## src/hdl/ttps_ram.sv

```systemverilog
module ttps_ram #(
    parameter int WIDTH = 8,
    parameter int DEPTH = 16
) (
    input  logic                     aclk,
    input  logic                     wr_en,
    input  logic [$clog2(DEPTH)-1:0] wr_addr,
    input  logic [WIDTH-1:0]         wr_data,
    input  logic [$clog2(DEPTH)-1:0] rd_addr,
    output logic [WIDTH-1:0]         rd_data
);

    logic [WIDTH-1:0] mem_reg [DEPTH];
    logic [WIDTH-1:0] rd_data_reg;

    // Read returns the contents from before a write in the same cycle.
    always_ff @(posedge aclk) begin
        rd_data_reg <= mem_reg[rd_addr];
        if (wr_en) begin
            mem_reg[wr_addr] <= wr_data;
        end
    end

    assign rd_data = rd_data_reg;

endmodule

```

## config.mk

```make
export PLATFORM = sky130hd
export DESIGN_NAME = ttps_ram
export DESIGN_NICKNAME = d
export VERILOG_FILES = /design/src/hdl/ttps_ram.sv
export SDC_FILE = /design/constraint.sdc
export NUM_CORES = 1
export LEC_CHECK = 0
export BUFFER_PORTS_ARGS = -buffer_cell sky130_fd_sc_hd__buf_4
export CAP_MARGIN = 20
export CORE_UTILIZATION = 30
export CTS_BUF_LIST = sky130_fd_sc_hd__clkbuf_4 sky130_fd_sc_hd__clkbuf_8
export DETAILED_ROUTE_END_ITERATION = 8
export SLEW_MARGIN = 5
export SYNTH_ARGS = -nofsm -noshare
export SYNTH_HDL_FRONTEND = slang
export SYNTH_SLANG_ARGS = --single-unit
```

## constraint.sdc

```tcl
create_clock -name aclk -period 4.6 [get_ports aclk]
set_input_delay 0.92 -clock aclk [delete_from_list [all_inputs] [get_ports aclk]]
set_output_delay 0.92 -clock aclk [all_outputs]
set_load 0.02 [all_outputs]
```

==> results.txt <==
----------------------------------------------------
[Power and ir drop]
  Sequential fraction of design power ... 53.9%
  Comb pwr share ... 5.5%
  Fraction of power consumed by the clock network ... 40.7%
  Total design power ... 2.58 mW
  Leakage power figure ... 1.94 nW
  Power Internal ... 2.04 mW
  Switching part of the total ... 20.9%
  VDD IR-drop max ... 0.227 mV
  Switching power ... 0.540 mW
  Total power density per cell area ... 432 nW/um2

[Placement]
  Detailed placer's ending HPWL ... 6.18 mm
  Setup WS pre-CTS ... 1.83 ns
  Global placement routability congestion ... 0.682
  Placed cell area ... 5550 um2
  Number of buffers added on ports ... 25
  Cell total after placement ... 467

[Clock network]
  Clk root buf ... clkbuf_8
  Quantity of gates resized following cts ... 0
  Depth of the CTS H-tree ... 4
  Clk sink count ... 136
  Post-CTS clock slew at the launch and capture registers of the worst setup and hold paths ... 0.08 ns
  Num CTS Buffers ... 17
  CTS tree ... done
  Clock insertion delay at the later pin of the skew report ... 0.43 ns
  Clock buffer depth ... 2
  Post-CTS Repair Setup Buffers ... 0
  Hold-fix buffers, CTS ... 0

[Synth]
  Ys flop type ... edfxtp_1
  Warnings, synthesis ... 0
  Share of Yosys cell area claimed by the top area cell type ... 74.7%
  Cell with the most instances after synthesis ... edfxtp_1
  EDFF count, synth ... 128
  Sequential share of the synthesized area ... 77.8%
  Cell Area, Synth ... 5150 um2
  Net Count, Synth ... 247
  #FFs+latches synth ... 136
  Cell type with the highest aggregate area in the netlist ... edfxtp_1
  FFs w/ async S/R, synth ... 0%
  Unique cell type count in the Yosys netlist ... 19
  Most frequent cells after synthesis ... 128 x edfxtp_1, 18 x mux4_2, 16 x a22oi_1, 14 x mux4_1, 13 x nor2_1
  Area contributors post-synth ... edfxtp_1 75%, mux4_2 7.9%, mux4_1 7.1%
  Post-Synthesis Cells ... 229
  Post-Syn Area per Cell ... 22.5 um2

[GRT]
  Global routing usage on met2 ... 16.8%
  Wire length of the first global-routing pass ... 14.6 mm
  Antenna violations before repair ... 0
  Global route overflow ... 0
  All-layer global routing usage ... 12.0%
  Most heavily used metal layer in global routing ... met1
  Met3 track demand over resource in global routing ... 3.56%
  Pin count of the biggest net entering global routing ... 33
  Via count of the first global-routing pass ... 2396
  Met1 usage in global routing ... 17.2%

[Drt]
  DR iter-0 viols ... 209
  First-pass iteration count of the detailed router ... 5
  Overall via count from detail_route ... 2397
  Routed WL ... 9.91 mm
  Wire length per cell ... 19.8 um
  Number of remaining DRC errors ... 0
  Count of nets left with antenna violations after detail routing ... 0
  Vias per cell ... 4.79

[Die]
  Number of rows in the core area ... 47
  Total core area ... 16600 um2
  DIE HEIGHT ... 133 um
  I/O pin count ... 26
  Die X-Extent ... 133 um
  Full die area ... 17700 um2
  Starting utilization of the core area ... 30.9%

[Worst setup path]
  Number of cells on the worst reg-to-reg path ... 3
  Worst setup path class ... in -> reg
  Largest fanout on the critical path ... 5
  Setup crit end kind ... flop
  Required time of the critical path ... 4.74 ns
  Kind of start point of the critical path ... primary input
  Signal arrival time at the worst endpoint ... 2.32 ns

[Timing]
  Setup repair after global routing missed its margin ... false
  Headroom to the max-slew limit ... 36.0%
  Worst setup margin ... 2.42 ns
  Fin. max-slew vios ... 0
  Setup TNS after final layout ... 0 ns
  Tcrit/Tclk final ... 47.4%
  Top achievable clock speed ... 459 MHz
  Worst clock skew ... 0.0106 ns
  Shortest period the worst path allows ... 2.18 ns
  Count of endpoints failing setup in the final report ... 0
  Worst-case hold slack ... 0.673 ns
  Slew at the pin closest to its max-slew limit ... 0.956 ns
  Fin. Hold Viols ... 0

[Final layout]
  Antenna diode count ... 0
  Area growth, synth to finish ... 16.2%
  Final cell count without fillers ... 500
  Final Net Count ... 285
  Number of flip-flops under the largest register name ... 128
  Fin util ... 35.9%
  Share of final-layout standard cells stronger than drive strength 1 ... 28.2%
  Post-route cell area ... 5980 um2

[Hold path]
  Hold-critical path depth ... 3
  Hold/Removal Path Class ... reg -> reg

[Run status]
  Outcome ... finished, final reports clean

[Flow run]
  MaxCap Viol Count ... 0

----------------------------------------------------
[final timing paths]
path	from	to	slack, ns
setup reg to reg	mem_reg[2][7]	rd_data[7]	3.15
hold reg to reg	mem_reg[14][1]	rd_data[1]	0.67
setup / recovery	wr_addr[2]	mem_reg[0][6]	2.42
hold / removal	mem_reg[14][1]	rd_data[1]	0.67
[kinds of logic (layout without fill, tap and decap cells)]
family | count (synthesis) | after routing | share of synthesized area, %
muxes | 32 | 32 | 15.0
and+or+nand+nor | 35 | 35 | 3.18
DFF | 136 | 136 | 77.8
AOI/OAI and AO/OA | 16 | 16 | 2.33
buffers and inverters | 10 | 61 | 1.68
[power groups by stage]
stage          Sequential [mW]  Combinational, mW  Clock [mW]
3_5_place_dp              1.42              0.143           0
5_1_grt                   1.39              0.153        1.10
2_1_floorplan             1.43             0.0703           0
6_report                  1.39              0.141        1.05
3_3_place_gp              1.42              0.140           0
4_1_cts                   1.39              0.143        1.06
[final cells by class]
cell class / count / area [um2]
tap: 220 / 275
timing repair buffer: 29 / 215
multi-input combinational: 83 / 1060
fill: 1551 / 10700
clock inverter: 13 / 179
clock buffer: 19 / 249
sequential: 136 / 4000
[cell usage in the layout (no fill, tap or decap)]
master,Yosys,layout
a22oi_1,16,16
and2_1,1,1
and2b_1,1,1
buf_4,1,28
bufinv_16,0,4
clkbuf_2,0,1
clkbuf_4,0,2
clkbuf_8,0,17
clkinv_1,0,1
clkinv_2,0,3
clkinv_4,0,2
clkinvlp_4,0,3
dfxtp_1,8,8
edfxtp_1,128,128
mux4_1,14,14
mux4_2,18,18
nand2_1,9,9
nand2b_1,2,2
nand3_1,1,1
nand3b_1,2,2
nor2_1,13,13
nor2b_1,1,1
nor3_1,4,4
or3b_2,1,1
[metal layers]
layer / part of all wire, % / vias to the layer above
met5: 0 / -
met1: 47 / 1229
met2: 44 / 102
met4: 1.9 / 0
met3: 7.9 / 15
li1: - / 1051
[worst max-delay path, stage by stage]
cell      delay [ns]
buf_4           0.12
or3b_2          0.50
nor3_1          0.51
clkbuf_2        0.28
(Power assumes the default switching activity.)
