File: config.mk
export PLATFORM = sky130hd
export DESIGN_NAME = ttps_score
export DESIGN_NICKNAME = d
export VERILOG_FILES = /design/src/hdl/ttps_pkg.sv /design/src/hdl/ttps_score.sv
export SDC_FILE = /design/constraint.sdc
export NUM_CORES = 1
export LEC_CHECK = 0
export BUFFER_PORTS_ARGS = -buffer_cell sky130_fd_sc_hd__buf_2
export CORE_MARGIN = 2
export CORE_UTILIZATION = 25
export DETAILED_ROUTE_END_ITERATION = 8
export SYNTH_ARGS = -nofsm -noshare
export SYNTH_HDL_FRONTEND = slang
export SYNTH_SLANG_ARGS = --single-unit
File: constraint.sdc
create_clock -name vclk -period 16.6
set_clock_uncertainty 0.2 [all_clocks]
set_input_delay 4.15 -clock vclk [all_inputs]
set_output_delay 4.15 -clock vclk [all_outputs]
set_load 0.005 [all_outputs]
File: src/hdl/ttps_pkg.sv
package ttps_pkg;

    // Field widths of one item and one result.
    localparam int KEY_W   = 64;
    localparam int PLY_W   = 7;
    localparam int DEPTH_W = 7;
    localparam int SCORE_W = 17;
    localparam int KIND_W  = 2;
    localparam int THR_W   = 16;

    // Request codes carried in s_tuser.
    localparam logic REQ_PROBE = 1'b0;
    localparam logic REQ_STORE = 1'b1;

    // Bound kinds of a stored entry.
    localparam logic [KIND_W-1:0] KIND_EXACT = 2'd0;
    localparam logic [KIND_W-1:0] KIND_UPPER = 2'd1;
    localparam logic [KIND_W-1:0] KIND_LOWER = 2'd2;

    localparam logic [THR_W-1:0] MATE_THR_RESET = 16'd48000;

    // Stream packing, lowest bit first.
    localparam int S_KEY_LSB   = 0;
    localparam int S_PLY_LSB   = S_KEY_LSB + KEY_W;
    localparam int S_DEPTH_LSB = S_PLY_LSB + PLY_W;
    localparam int S_ALPHA_LSB = S_DEPTH_LSB + DEPTH_W;
    localparam int S_BETA_LSB  = S_ALPHA_LSB + SCORE_W;
    localparam int S_SCORE_LSB = S_BETA_LSB + SCORE_W;
    localparam int S_TDATA_W   = 136;
    localparam int U_REQ_BIT   = 0;
    localparam int U_KIND_LSB  = 1;
    localparam int S_TUSER_W   = 3;
    localparam int M_TDATA_W   = 24;

    // Result queue.
    localparam int OUTQ_DEPTH = 4;
    localparam int OUTQ_PTR_W = 2;
    localparam int OUTQ_CNT_W = 3;

    // One table entry as held in memory.
    typedef struct packed {
        logic [KEY_W-1:0]          key;
        logic                      valid;
        logic [DEPTH_W-1:0]        depth;
        logic [KIND_W-1:0]         kind;
        logic signed [SCORE_W-1:0] score;
    } entry_t;

    // One request after unpacking from the input stream.
    typedef struct packed {
        logic                      req_type;
        logic [KEY_W-1:0]          key;
        logic [PLY_W-1:0]          ply;
        logic [DEPTH_W-1:0]        depth;
        logic signed [SCORE_W-1:0] alpha;
        logic signed [SCORE_W-1:0] beta;
        logic [KIND_W-1:0]         kind;
        logic signed [SCORE_W-1:0] score;
    } req_t;

    // One result item.
    typedef struct packed {
        logic                      hit;
        logic signed [SCORE_W-1:0] score;
    } result_t;

endpackage

File: src/hdl/ttps_score.sv
module ttps_score
    import ttps_pkg::*;
(
    input  req_t             req,
    input  entry_t           entry,
    input  logic [THR_W-1:0] mate_thr,
    output result_t          result,
    output entry_t           wr_entry
);

    // Mate scores move by ply: away from the root when stored, back toward it
    // when read. The two checks are chained and the sum is clamped to 17 bits.
    function automatic logic [SCORE_W-1:0] mate_adjust(
        input logic [SCORE_W-1:0] score,
        input logic [PLY_W-1:0]   ply,
        input logic [THR_W-1:0]   thr,
        input logic               away
    );
        logic signed [SCORE_W+1:0] s;
        logic signed [SCORE_W+1:0] p;
        logic signed [SCORE_W+1:0] t;
        s = $signed({{2{score[SCORE_W-1]}}, score});
        p = $signed({{(SCORE_W+2-PLY_W){1'b0}}, ply});
        t = $signed({{(SCORE_W+2-THR_W){1'b0}}, thr});
        if (s < -t) begin
            s = away ? s - p : s + p;
        end
        if (s > t) begin
            s = away ? s + p : s - p;
        end
        if (s < -19'sd65536) begin
            s = -19'sd65536;
        end else if (s > 19'sd65535) begin
            s = 19'sd65535;
        end
        return s[SCORE_W-1:0];
    endfunction

    logic [SCORE_W-1:0] probe_s;
    logic [SCORE_W-1:0] store_s;
    logic               match;

    always_comb begin
        probe_s = mate_adjust(entry.score, req.ply, mate_thr, 1'b0);
        store_s = mate_adjust(req.score, req.ply, mate_thr, 1'b1);
        match   = entry.valid && (entry.key == req.key) && (entry.depth >= req.depth);

        result = '0;
        if (req.req_type == REQ_PROBE && match) begin
            case (entry.kind)
                KIND_EXACT: begin
                    result.hit   = 1'b1;
                    result.score = probe_s;
                end
                KIND_UPPER: begin
                    if ($signed(probe_s) <= $signed(req.alpha)) begin
                        result.hit   = 1'b1;
                        result.score = req.alpha;
                    end
                end
                KIND_LOWER: begin
                    if ($signed(probe_s) >= $signed(req.beta)) begin
                        result.hit   = 1'b1;
                        result.score = req.beta;
                    end
                end
                default: begin
                end
            endcase
        end

        wr_entry.key   = req.key;
        wr_entry.valid = 1'b1;
        wr_entry.depth = req.depth;
        wr_entry.kind  = req.kind;
        wr_entry.score = store_s;
    end

endmodule

==> impl_metrics.yaml <==
power:
  p_int_uw: 170
  p_clk_frac: 0
  p_sw_uw: 178
  p_sw_frac: 0.511
  ir_drop_mv: 0.0110
  power_frac_seq: 0
  pwr-share-comb: 1.000
  p_leak_nw: 5.55
  power_density_mw_per_mm2: 32.5
  p_total_uw: 348
sta:
  fin_tns_setup_ns: -0.917
  rsz0062_at_grt: "true"
  hold_viol_final: 0
  finalSetupViolCount: 18
  clock.fmax_ghz: 0.0599
  max_slew.worst_pin.slew_ns: 1.16
  layout_min_cycle_time_ns: 16.70
  slew_violations: 0
  fin_crit_sh: 1.01
  hold_ws_ns: 8.10
  slew_headroom: 0.224
  setup_ws_ns: -0.103
logic_synthesis:
  synthTopCellsByArea: "ha_1 21%, buf_4 7.3%, xor2_1 6.4%, xnor2_1 5.9%, inv_1 5.8%"
  ys_types: 83
  synth_top_area_share: 0.215
  yosysWarnings: 0
  syn_inst: 1067
  synth_area_per_cell_sq_um: 7.10
  yosysSeqAreaShare: 0
  syn_nets: 1440
  yosysTopAreaCell: "ha_1"
  syn_area_sq_mm: 0.00757
worst_hold_path:
  min_from: "req[17]"
  hp-class: "input port to primary output"
place:
  dp.final_hpwl_um: 26500
  port_buffers: 343
  gp_congestion: 0.917
  pre_cts_ws_ns: -0.406
setup_path:
  worstSetupEndpointType: "primary output"
  worstPathArrival_ns: 12.35
  path_class: "input port to primary output"
  cp_max_fo: 8
  crit_path_start: "mate_thr[1]"
  cpMaxStageDelayCell: "or4b_4"
  start_kind: "input port"
  max_stage_delay_ns: 0.51
  crit_required_ns: 12.25
  crit_path_frequent_cell: "o21a_1"
floorplan:
  die_height_um: 178
  die_w_um: 178
  initial_core_util: 0.255
  rows: 63
  num_io_pins: 348
  fp.dieArea_sq_mm: 0.0317
  core_sq_mm: 0.0297
global_routing:
  overflow: 0
  grt_start_max_net_pins: 20
  grt_pass1_vias: 8845
  track_usage: 0.176
  grt_pass1_wl_um: 44500
  antenna_found_initial: 7
routing:
  vias: 9160
  drc_errors: 0
  wl_per_cell_um: 16.3
  drt-initial-drc-count: 416
  drt_pre_antenna_iters: 5
  ant_nets: 0
  viasPerCell: 4.95
  wl_um: 30200
final_layout:
  layout-drive-gt1-share: 0.404
  seq_area_sq_um: 0
  nFillCells: 3164
  clock_buffers: 0
  seq_cell_count: 0
  syn2layout_area_growth_pct: 41.4
  fin_nets: 1832
run:
  drv_cap: 0
outcome:
  violations: "setup timing"
  status: "complete, but fails checks"
## kinds of logic after synthesis
| group | share of synthesized area |
|---|---|
| AO/OA/AOI/OAI | 0.234 |
| XOR/XNOR | 0.134 |
| adder cells (fa/ha/maj) | 0.225 |
| buffers and inverters | 0.148 |
| multiplexers | 0.0289 |
| other | 0.000495 |
| AND/OR/NAND/NOR | 0.229 |
## Yosys cell counts (all sizes together), types with 3 or more instances
cell and count:
nand3b 4, ha 130, buf 82, o21ai 42, a21boi 3, o211ai 4
a21o 28, nand4 25, nor4 27, o31ai 3, nand3 24, inv 117
or3 14, a211oi 13, a2111oi 8, a221oi 3, and4 4, nand2 46
nand2b 13, o21a 16, and3 15, nor3b 3, nor3 29, fa 4
a31oi 7, xor2 56, xnor3 3, a22oi 23, xnor2 51, o311ai 5
o22ai 24, nor2b 17, and2 8, mux2 5, clkbuf 21, mux2i 15
a211o 3, or2 6, nor2 82, a21oi 56
## area by class of cell
| class | count | area (sq um) | area share |
|---|---|---|---|
| Tap cell | 390 | 488 | 0.0456 |
| Multi-Input combinational cell | 847 | 6850 | 0.640 |
| Timing Repair Buffer | 493 | 2910 | 0.272 |
| Inverter | 117 | 444 | 0.0415 |
| Antenna cell | 4 | 10.0 | 0.000935 |
## power by group through the flow
| stage | Sequential [mW] | Clock (mW) | Combinational (mW) |
|---|---|---|---|
| after detailed placement | 0 | 0 | 0.319 |
| final | 0 | 0.0000000323 | 0.348 |
| after floorplan | 0 | 0 | 0.191 |
| after global placement | 0 | 0 | 0.315 |
| after CTS | 0 | 0 | 0.330 |
| after global routing | 0 | 0.0000000161 | 0.387 |
## metal layers
| metal | part of all wire | routed length (um) | vias up | track usage |
|---|---|---|---|---|
| met5 | 0.0014 | 41 | - | 0 |
| met4 | 0.033 | 994 | 6 | 0.0560 |
| met3 | 0.049 | 1480 | 50 | 0.0164 |
| met1 | 0.40 | 12200 | 4226 | 0.210 |
| met2 | 0.51 | 15500 | 301 | 0.330 |
| li1 | - | - | 4577 | - |
## worst max-delay path, delay by kind of cell
kind | cells | cell delay, ns
AO/OA/AOI/OAI | 22 | 4.36
XOR/XNOR | 2 | 0.32
adder cells (fa/ha/maj) | 4 | 0.95
buffers and inverters | 6 | 0.82
AND/OR/NAND/NOR | 10 | 1.73
## through the flow
step,area [sq um],utilization,cells
final,10700,0.360,1851
after global routing,10700,0.360,1849
after CTS,10300,0.346,1832
after detailed placement,10100,0.339,1824
after global placement,10100,0.339,1824
after floorplan,7610,-,1067
## cells in the final DEF, fill, tap and decap left out, types with 5 or more instances in the layout
cell type  instances
a211oi_2           7
a21o_1            28
a21oi_1           46
a21oi_2            9
a22oi_1           16
a22oi_2            7
a31oi_1            6
and2_1             7
and3_1            14
buf_2            340
buf_4            141
buf_6              9
ha_1             127
inv_1            115
mux2i_1           13
nand2_1           43
nand2b_1          13
nand3_1           22
nand4_1           25
nor2_1            76
nor2b_1           17
nor3_1            22
nor3_2             5
nor4_1            23
o21a_1            16
o21ai_0           33
o21ai_1            7
o22ai_1           23
or2_2              5
or3_1             11
xnor2_1           47
xor2_1            55
## timing repair
item,in CTS,in global routing
resized for setup,31,72
setup endpoints to repair,18,18
hold buffers,0,0
gates cloned,0,2
setup buffers,8,13
pin swaps,19,35
## worst paths after layout
| check | slack [ns] | to | cells after the start |
|---|---|---|---|
| setup / recovery | -0.10 | result[16] | 44 |
| hold / removal | 8.10 | wr_entry[17] | 0 |
No activity file was read; power rests on OpenSTA's default activity.
