File: src/hdl/ttps_pkg.sv
package ttps_pkg;

    // Field widths of one item and one result.
    localparam int KEY_W   = 64;
    localparam int PLY_W   = 7;
    localparam int DEPTH_W = 7;
    localparam int SCORE_W = 17;
    localparam int KIND_W  = 2;
    localparam int THR_W   = 16;

    // Request codes carried in s_tuser.
    localparam logic REQ_PROBE = 1'b0;
    localparam logic REQ_STORE = 1'b1;

    // Bound kinds of a stored entry.
    localparam logic [KIND_W-1:0] KIND_EXACT = 2'd0;
    localparam logic [KIND_W-1:0] KIND_UPPER = 2'd1;
    localparam logic [KIND_W-1:0] KIND_LOWER = 2'd2;

    localparam logic [THR_W-1:0] MATE_THR_RESET = 16'd48000;

    // Stream packing, lowest bit first.
    localparam int S_KEY_LSB   = 0;
    localparam int S_PLY_LSB   = S_KEY_LSB + KEY_W;
    localparam int S_DEPTH_LSB = S_PLY_LSB + PLY_W;
    localparam int S_ALPHA_LSB = S_DEPTH_LSB + DEPTH_W;
    localparam int S_BETA_LSB  = S_ALPHA_LSB + SCORE_W;
    localparam int S_SCORE_LSB = S_BETA_LSB + SCORE_W;
    localparam int S_TDATA_W   = 136;
    localparam int U_REQ_BIT   = 0;
    localparam int U_KIND_LSB  = 1;
    localparam int S_TUSER_W   = 3;
    localparam int M_TDATA_W   = 24;

    // Result queue.
    localparam int OUTQ_DEPTH = 4;
    localparam int OUTQ_PTR_W = 2;
    localparam int OUTQ_CNT_W = 3;

    // One table entry as held in memory.
    typedef struct packed {
        logic [KEY_W-1:0]          key;
        logic                      valid;
        logic [DEPTH_W-1:0]        depth;
        logic [KIND_W-1:0]         kind;
        logic signed [SCORE_W-1:0] score;
    } entry_t;

    // One request after unpacking from the input stream.
    typedef struct packed {
        logic                      req_type;
        logic [KEY_W-1:0]          key;
        logic [PLY_W-1:0]          ply;
        logic [DEPTH_W-1:0]        depth;
        logic signed [SCORE_W-1:0] alpha;
        logic signed [SCORE_W-1:0] beta;
        logic [KIND_W-1:0]         kind;
        logic signed [SCORE_W-1:0] score;
    } req_t;

    // One result item.
    typedef struct packed {
        logic                      hit;
        logic signed [SCORE_W-1:0] score;
    } result_t;

endpackage

File: src/hdl/ttps_outq.sv
module ttps_outq
    import ttps_pkg::*;
(
    input  logic                  aclk,
    input  logic                  aresetn,
    input  logic                  push,
    input  result_t               push_data,
    output logic                  out_valid,
    input  logic                  out_ready,
    output result_t               out_data,
    output logic [OUTQ_CNT_W-1:0] count
);

    result_t               slot_reg [OUTQ_DEPTH];
    logic [OUTQ_PTR_W-1:0] wr_ptr_reg, wr_ptr_next;
    logic [OUTQ_PTR_W-1:0] rd_ptr_reg, rd_ptr_next;
    logic [OUTQ_CNT_W-1:0] count_reg, count_next;
    logic                  pop;

    // The caller only pushes when a slot is free.
    always_comb begin
        pop         = out_valid && out_ready;
        wr_ptr_next = push ? wr_ptr_reg + 1'b1 : wr_ptr_reg;
        rd_ptr_next = pop ? rd_ptr_reg + 1'b1 : rd_ptr_reg;
        count_next  = count_reg + OUTQ_CNT_W'(push) - OUTQ_CNT_W'(pop);
    end

    always_ff @(posedge aclk) begin
        if (!aresetn) begin
            wr_ptr_reg <= '0;
            rd_ptr_reg <= '0;
            count_reg  <= '0;
        end else begin
            wr_ptr_reg <= wr_ptr_next;
            rd_ptr_reg <= rd_ptr_next;
            count_reg  <= count_next;
        end
    end

    always_ff @(posedge aclk) begin
        if (push) begin
            slot_reg[wr_ptr_reg] <= push_data;
        end
    end

    assign out_valid = (count_reg != '0);
    assign out_data  = slot_reg[rd_ptr_reg];
    assign count     = count_reg;

endmodule

File: config.mk
export PLATFORM = sky130hd
export DESIGN_NAME = ttps_outq
export DESIGN_NICKNAME = d
export VERILOG_FILES = /design/src/hdl/ttps_pkg.sv /design/src/hdl/ttps_outq.sv
export SDC_FILE = /design/constraint.sdc
export NUM_CORES = 1
export LEC_CHECK = 0
export BUFFER_PORTS_ARGS = -buffer_cell sky130_fd_sc_hd__buf_4
export CAP_MARGIN = 15
export CORE_MARGIN = 5
export CORE_UTILIZATION = 46
export CTS_CLUSTER_DIAMETER = 40
export CTS_CLUSTER_SIZE = 16
export DETAILED_ROUTE_END_ITERATION = 10
export PLACE_DENSITY = 0.69
export SLEW_MARGIN = 30
export SYNTH_ARGS = -nofsm -noshare
export SYNTH_HDL_FRONTEND = slang
export SYNTH_SLANG_ARGS = --single-unit
File: constraint.sdc
create_clock -name aclk -period 2.2 [get_ports aclk]
set_clock_uncertainty 0.2 [all_clocks]
set_input_delay 0.33 -clock aclk [delete_from_list [all_inputs] [get_ports aclk]]
set_output_delay 0.33 -clock aclk [all_outputs]
set_load 0.05 [all_outputs]
==> results of run 1 <==
-- timing repair --
action | CTS | global route
cloned | 1 | 0
hold endpoints to repair | 72 | 0
setup buffers | 0 | 0
hold buffers | 18 | 0
pin swaps | 0 | 2
gates resized for setup | 16 | 10
endpoints found under the setup margin | 9 | 6
-- cells in the final DEF (no fill, tap or decap), types with 2 or more instances in the layout --
cell type / count
and2_1: 8
buf_4: 37
buf_6: 14
clkbuf_1: 2
clkbuf_8: 9
dfxtp_1: 5
dfxtp_4: 3
dlygate4sd3_1: 18
edfxtp_1: 72
ha_1: 5
inv_1: 6
mux2i_1: 4
mux4_2: 18
nand2_1: 2
nand2b_1: 2
-- final timing paths --
path / start / to / slack [ns] / cells past startpoint
max: register / out_data[14] / 0.04 / 3
min: aresetn / count[0] / 0.07 / 2
max reg2reg: count[0] / count[2] / 0.07 / 7
min reg2reg: rd_ptr_reg[1] / rd_ptr_reg[1] / 0.28 / 2
-- cell families (layout without fill, tap and decap cells) --
kind of cell               Yosys count  in the layout  synth area share, %
xor gates and xnor gates             2              2                 1.01
buffers and inverters               10             90                 2.05
muxes                               22             22                 15.3
AOI/OAI and AO/OA                    2              2                0.564
and+or+nand+nor                     14             14                 2.66
adders and majority gates            7              7                 3.06
DFF                                 81             81                 75.4
-- metrics by stage --
stage / instances / setup TNS (ns) / power [µW]
floorplan: 138 / 0 / 2860
global placement: 266 / 0 / 3190
detailed placement: 266 / 0 / 3260
CTS: 298 / 0 / 4210
global route: 298 / -0.00858 / 4400
finish: 298 / 0 / 4190
-- power groups by stage --
stage	Clock (µW)	Combinational, µW	Sequential (µW)
after floorplan	0	917	1950
after global placement	0	1320	1870
after detailed placement	0	1370	1890
after CTS	859	1480	1870
after global routing	943	1570	1880
final	836	1490	1870
-- per-layer routing --
layer | vias up | GRT usage [%] | wire length, µm
met2 | 31 | 25.5 | 3050
met5 | - | 0 | 0
met4 | 0 | 5.57 | 92
li1 | 706 | - | -
met3 | 10 | 4.68 | 186
met1 | 800 | 15.3 | 2120
-- area by class of cell --
class	instances	area [µm²]
fill	504	2720
sequential	81	2350
multi-input combinational	47	677
timing repair buffer	71	663
clock buffer	11	131
tap	80	100
inverter	6	22.5
clock inverter	2	8.76
==> qor.yml, run 1 <==
die_y_um: 92.2
tightestPinTransition_ns: 0.914
gp_congestion: 0.735
final_max_slew_viol_count: 0
coreArea_mm2: 0.00668
fmax_ghz: 0.464
grt_start_max_net_pins: 19
ir_worst_vdd_v: 0.000939
clkPwrFrac_pct: 19.9
wirelength_um: 5450
synth_most_common_cell: "edfxtp_1"
grt_pass1_vias: 1727
hold_class: "in -> reg"
worst_slack_ns: 0.0449
p_leak_uw: 0.00142
vias: 1547
drc: 0
whs_ns: 0.0673
drtPass1Iterations: 4
cts-buffers-inserted: 9
cts_tree: "built"
synth_edf_count: 72
initial_core_util_pct: 46.5
timing_worst_setup_path_type: "reg -> out"
grt_setup_unrepaired: "true"
seqPwrFrac_pct: 44.7
synthCells: 138
htree_levels: 3
synth-async-reset-ratio_pct: 0
layout.nets: 245
dpl_cell_area_mm2: 0.00358
postSynthAreaPerCell_um2: 22.5
fin_crit_ns: 2.16
switching_power_uw: 1360
maxCapViolCount: 0
synth_seq_cells: 81
hpwl_um: 3570
post-route-period-util_pct: 98.0
clk_latency_ns: 0.34
crit_slowest_cell: "mux4_2"
synthFlopType: "edfxtp_1"
cpPeakStageDelay_ns: 0.52
synth.yosys.warnings: 0
largest_reg_flops: 72
yosys-top-cells-count: "edfxtp_1, mux4_2, dfxtp_1"
synth_fp_nets: 167
post-place-ws_ns: 0.0359
grt_pass1_wl_um: 8710
cp_max_fo: 9
finalSetupViolations: 0
path_cells: "buf_12 > mux4_2 > buf_4"
diodes: 0
pwr_density_cell_mw_per_mm2: 1060
ys_types: 20
final_util_pct: 59.2
stdcell_area_mm2: 0.00396
postRouteAntennaNets: 0
combPwrFrac_pct: 35.4
grt_remaining_overflow: 0
track_usage_pct: 14.2
ys_top_cells_by_area: "edfxtp_1, mux4_2, mux4_1"
drive_above_1_share_pct: 39.9
rows: 30
switching_share_pct: 32.5
yosys.area.top_type: "edfxtp_1"
worstPathRequired_ns: 1.67
io_pins: 44
synth_top_area_share_pct: 69.6
clock_path_buffers: 2
path_clk_slew_ns: 0.07
relSlewSlack_pct: 39.1
syn-cell-area_mm2: 0.00311
cp.arrival_ns: 1.63
numClockSinks: 81
crit_buf_inv: 2
critPathLaunchType: "register"
die_w_um: 92.2
antenna_found_initial: 0
port_buffers: 43
dieArea_mm2: 0.00850
avgRoutedWirePerCell_um: 18.3
cpLargestDelayFamily: "multiplexers"
yosysSeqAreaShare_pct: 75.4
status: "finished clean"
area_growth_pct: 27.3
p_int_uw: 2830
final_hold_viol_count: 0
avgViaCountPerCell: 5.19
drt_iter0_markers: 94
end_kind: "primary output"
root_buffer: "clkbuf_8"
Note: power is estimated with default switching activity, not from simulation.
==> run 2, diff against run 1 <==
CORE_MARGIN = 1.5   (was 5)
==> qor.yml, run 2 (synthesized netlist as in run 1, its figures left out) <==
worst_slack_ns: 0.0618
drive_above_1_share_pct: 39.8
worstPathRequired_ns: 1.67
diodes: 0
final_cells: 298
n_fill_cell: 443
hold_class: "in -> reg"
drc: 4
antenna_found_initial: 0
worstHoldPathCells: 2
p_int_uw: 2950
post-route-period-util_pct: 97.2
io_pins: 44
avgViaCountPerCell: 5.15
path_clk_slew_ns: 0.08
cp.arrival_ns: 1.61
seqPwrFrac_pct: 42.7
layout.nets: 245
htree_levels: 3
critPathLaunchType: "register"
combPwrFrac_pct: 33.0
final_cell_mix: "edfxtp_1, buf_4, dlygate4sd3_1"
r2r_end: "count[2]"
power_uw: 4370
hpwl_um: 3330
area_growth_pct: 28.9
cts_tree: "built"
final_max_slew_viol_count: 0
numClockSinks: 81
layout_commonest_cell: "edfxtp_1"
rows: 29
reg2reg_depth: 7
maxCapViolCount: 0
track_usage_pct: 16.2
p_leak_uw: 0.00145
end_kind: "primary output"
coreArea_mm2: 0.00642
placedCellCount: 261
clk_latency_ns: 0.33
vias: 1534
root_buffer: "clkbuf_8"
hp-start: "aresetn"
status: "finished with violations"
drtPass1Iterations: 7
postRouteAntennaNets: 0
final_util_pct: 62.4
reg2reg_slack_ns: 0.08
avgRoutedWirePerCell_um: 17.7
violations: "DRC"
timing_worst_setup_path_type: "reg -> out"
cts-buffers-inserted: 9
final_hold_viol_count: 0
die_y_um: 85.2
dieArea_mm2: 0.00726
die_w_um: 85.2
cp_max_fo: 8
r2r-start: "count[1]"
clkPwrFrac_pct: 24.3
relSlewSlack_pct: 35.4
fmax_ghz: 0.468
largest_reg_flops: 72
fin_crit_ns: 2.14
grt_start_max_net_pins: 19
finalSetupViolations: 0
wirelength_um: 5270
tightestPinTransition_ns: 0.969
gp_congestion: 0.774
switching_share_pct: 32.5
post-place-ws_ns: 0.0635
pwr_density_cell_mw_per_mm2: 1090
port_buffers: 43
clock_path_buffers: 2
grt_remaining_overflow: 0
switching_power_uw: 1420
hold_end: "count[2]"
ir_worst_vdd_v: 0.000556
grt_pass1_vias: 1681
initial_core_util_pct: 48.4
drt_iter0_markers: 91
grt_pass1_wl_um: 8490
==> run 2: cell count changes in the layout (fill, tap and decap cells not counted), moves of 2 or more <==
cell,delta
buf_6,-10
buf_4,+9
mux4_1,+6
mux4_2,-6
inv_6,+3
clkbuf_1,-2
clkinvlp_4,+2
==> run 2: routing by layer <==
metal / vias up / routed length [µm] / track usage, %
li1: 719 / - / -
met1: 769 / 2140 / 19.8
met2: 42 / 2860 / 27.3
met3: 4 / 233 / 4.38
met4: 0 / 42 / 7.15
met5: - / 0 / 0
==> run 2: worst max-delay path by stage <==
| stage | startpoint | endpoint | cells past startpoint |
|---|---|---|---|
| floorplan | count[2] | count[2] | 7 |
| global placement | count[2] | count[2] | 7 |
| detailed placement | count[2] | count[2] | 7 |
| CTS | register | out_data[6] | 3 |
| global route | count[1] | count[2] | 7 |
| finish | register | out_data[1] | 3 |
==> run 2: power groups by stage <==
stage / Combinational (µW) / Clock (µW) / Sequential [µW]
global route: 1520 / 1170 / 1880
global placement: 1300 / 0 / 1870
finish: 1440 / 1060 / 1870
floorplan: 917 / 0 / 1950
CTS: 1390 / 1090 / 1850
detailed placement: 1340 / 0 / 1890
==> run 2: area by class of cell <==
| class | count | area [µm²] | share of cell area, % |
|---|---|---|---|
| inverter | 6 | 22.5 | 0.562 |
| tap | 77 | 96.3 | 2.40 |
| clock inverter | 7 | 76.3 | 1.90 |
| multi-input combinational | 47 | 701 | 17.5 |
| timing repair buffer | 71 | 631 | 15.7 |
| clock buffer | 9 | 124 | 3.09 |
| sequential | 81 | 2360 | 58.8 |
==> run 2: per-stage QoR <==
stage / setup TNS, ns / instance area [µm²] / hold WS, ns
after detailed placement: 0 / 3550 / 0.291
after floorplan: 0 / 3120 / 0.229
after global placement: 0 / 3550 / 0.278
final: 0 / 4010 / 0.0757
after CTS: -0.0490 / 3940 / 0.0595
after global routing: -0.0142 / 4010 / 0.0664
==> run 2: critical path, stage by stage (launching register included) <==
cell	delay [ns]
dfxtp_4	0.40
buf_12	0.14
mux4_1	0.54
buf_4	0.20
==> run 2: what timing repair did <==
item	4_1_cts	5_1_grt
gates resized for setup	6	8
pin swaps	0	1
gates cloned	0	1
hold endpoints to repair	72	0
hold buffers	18	0
endpoints found under the setup margin	9	16
buffers inserted	0	1
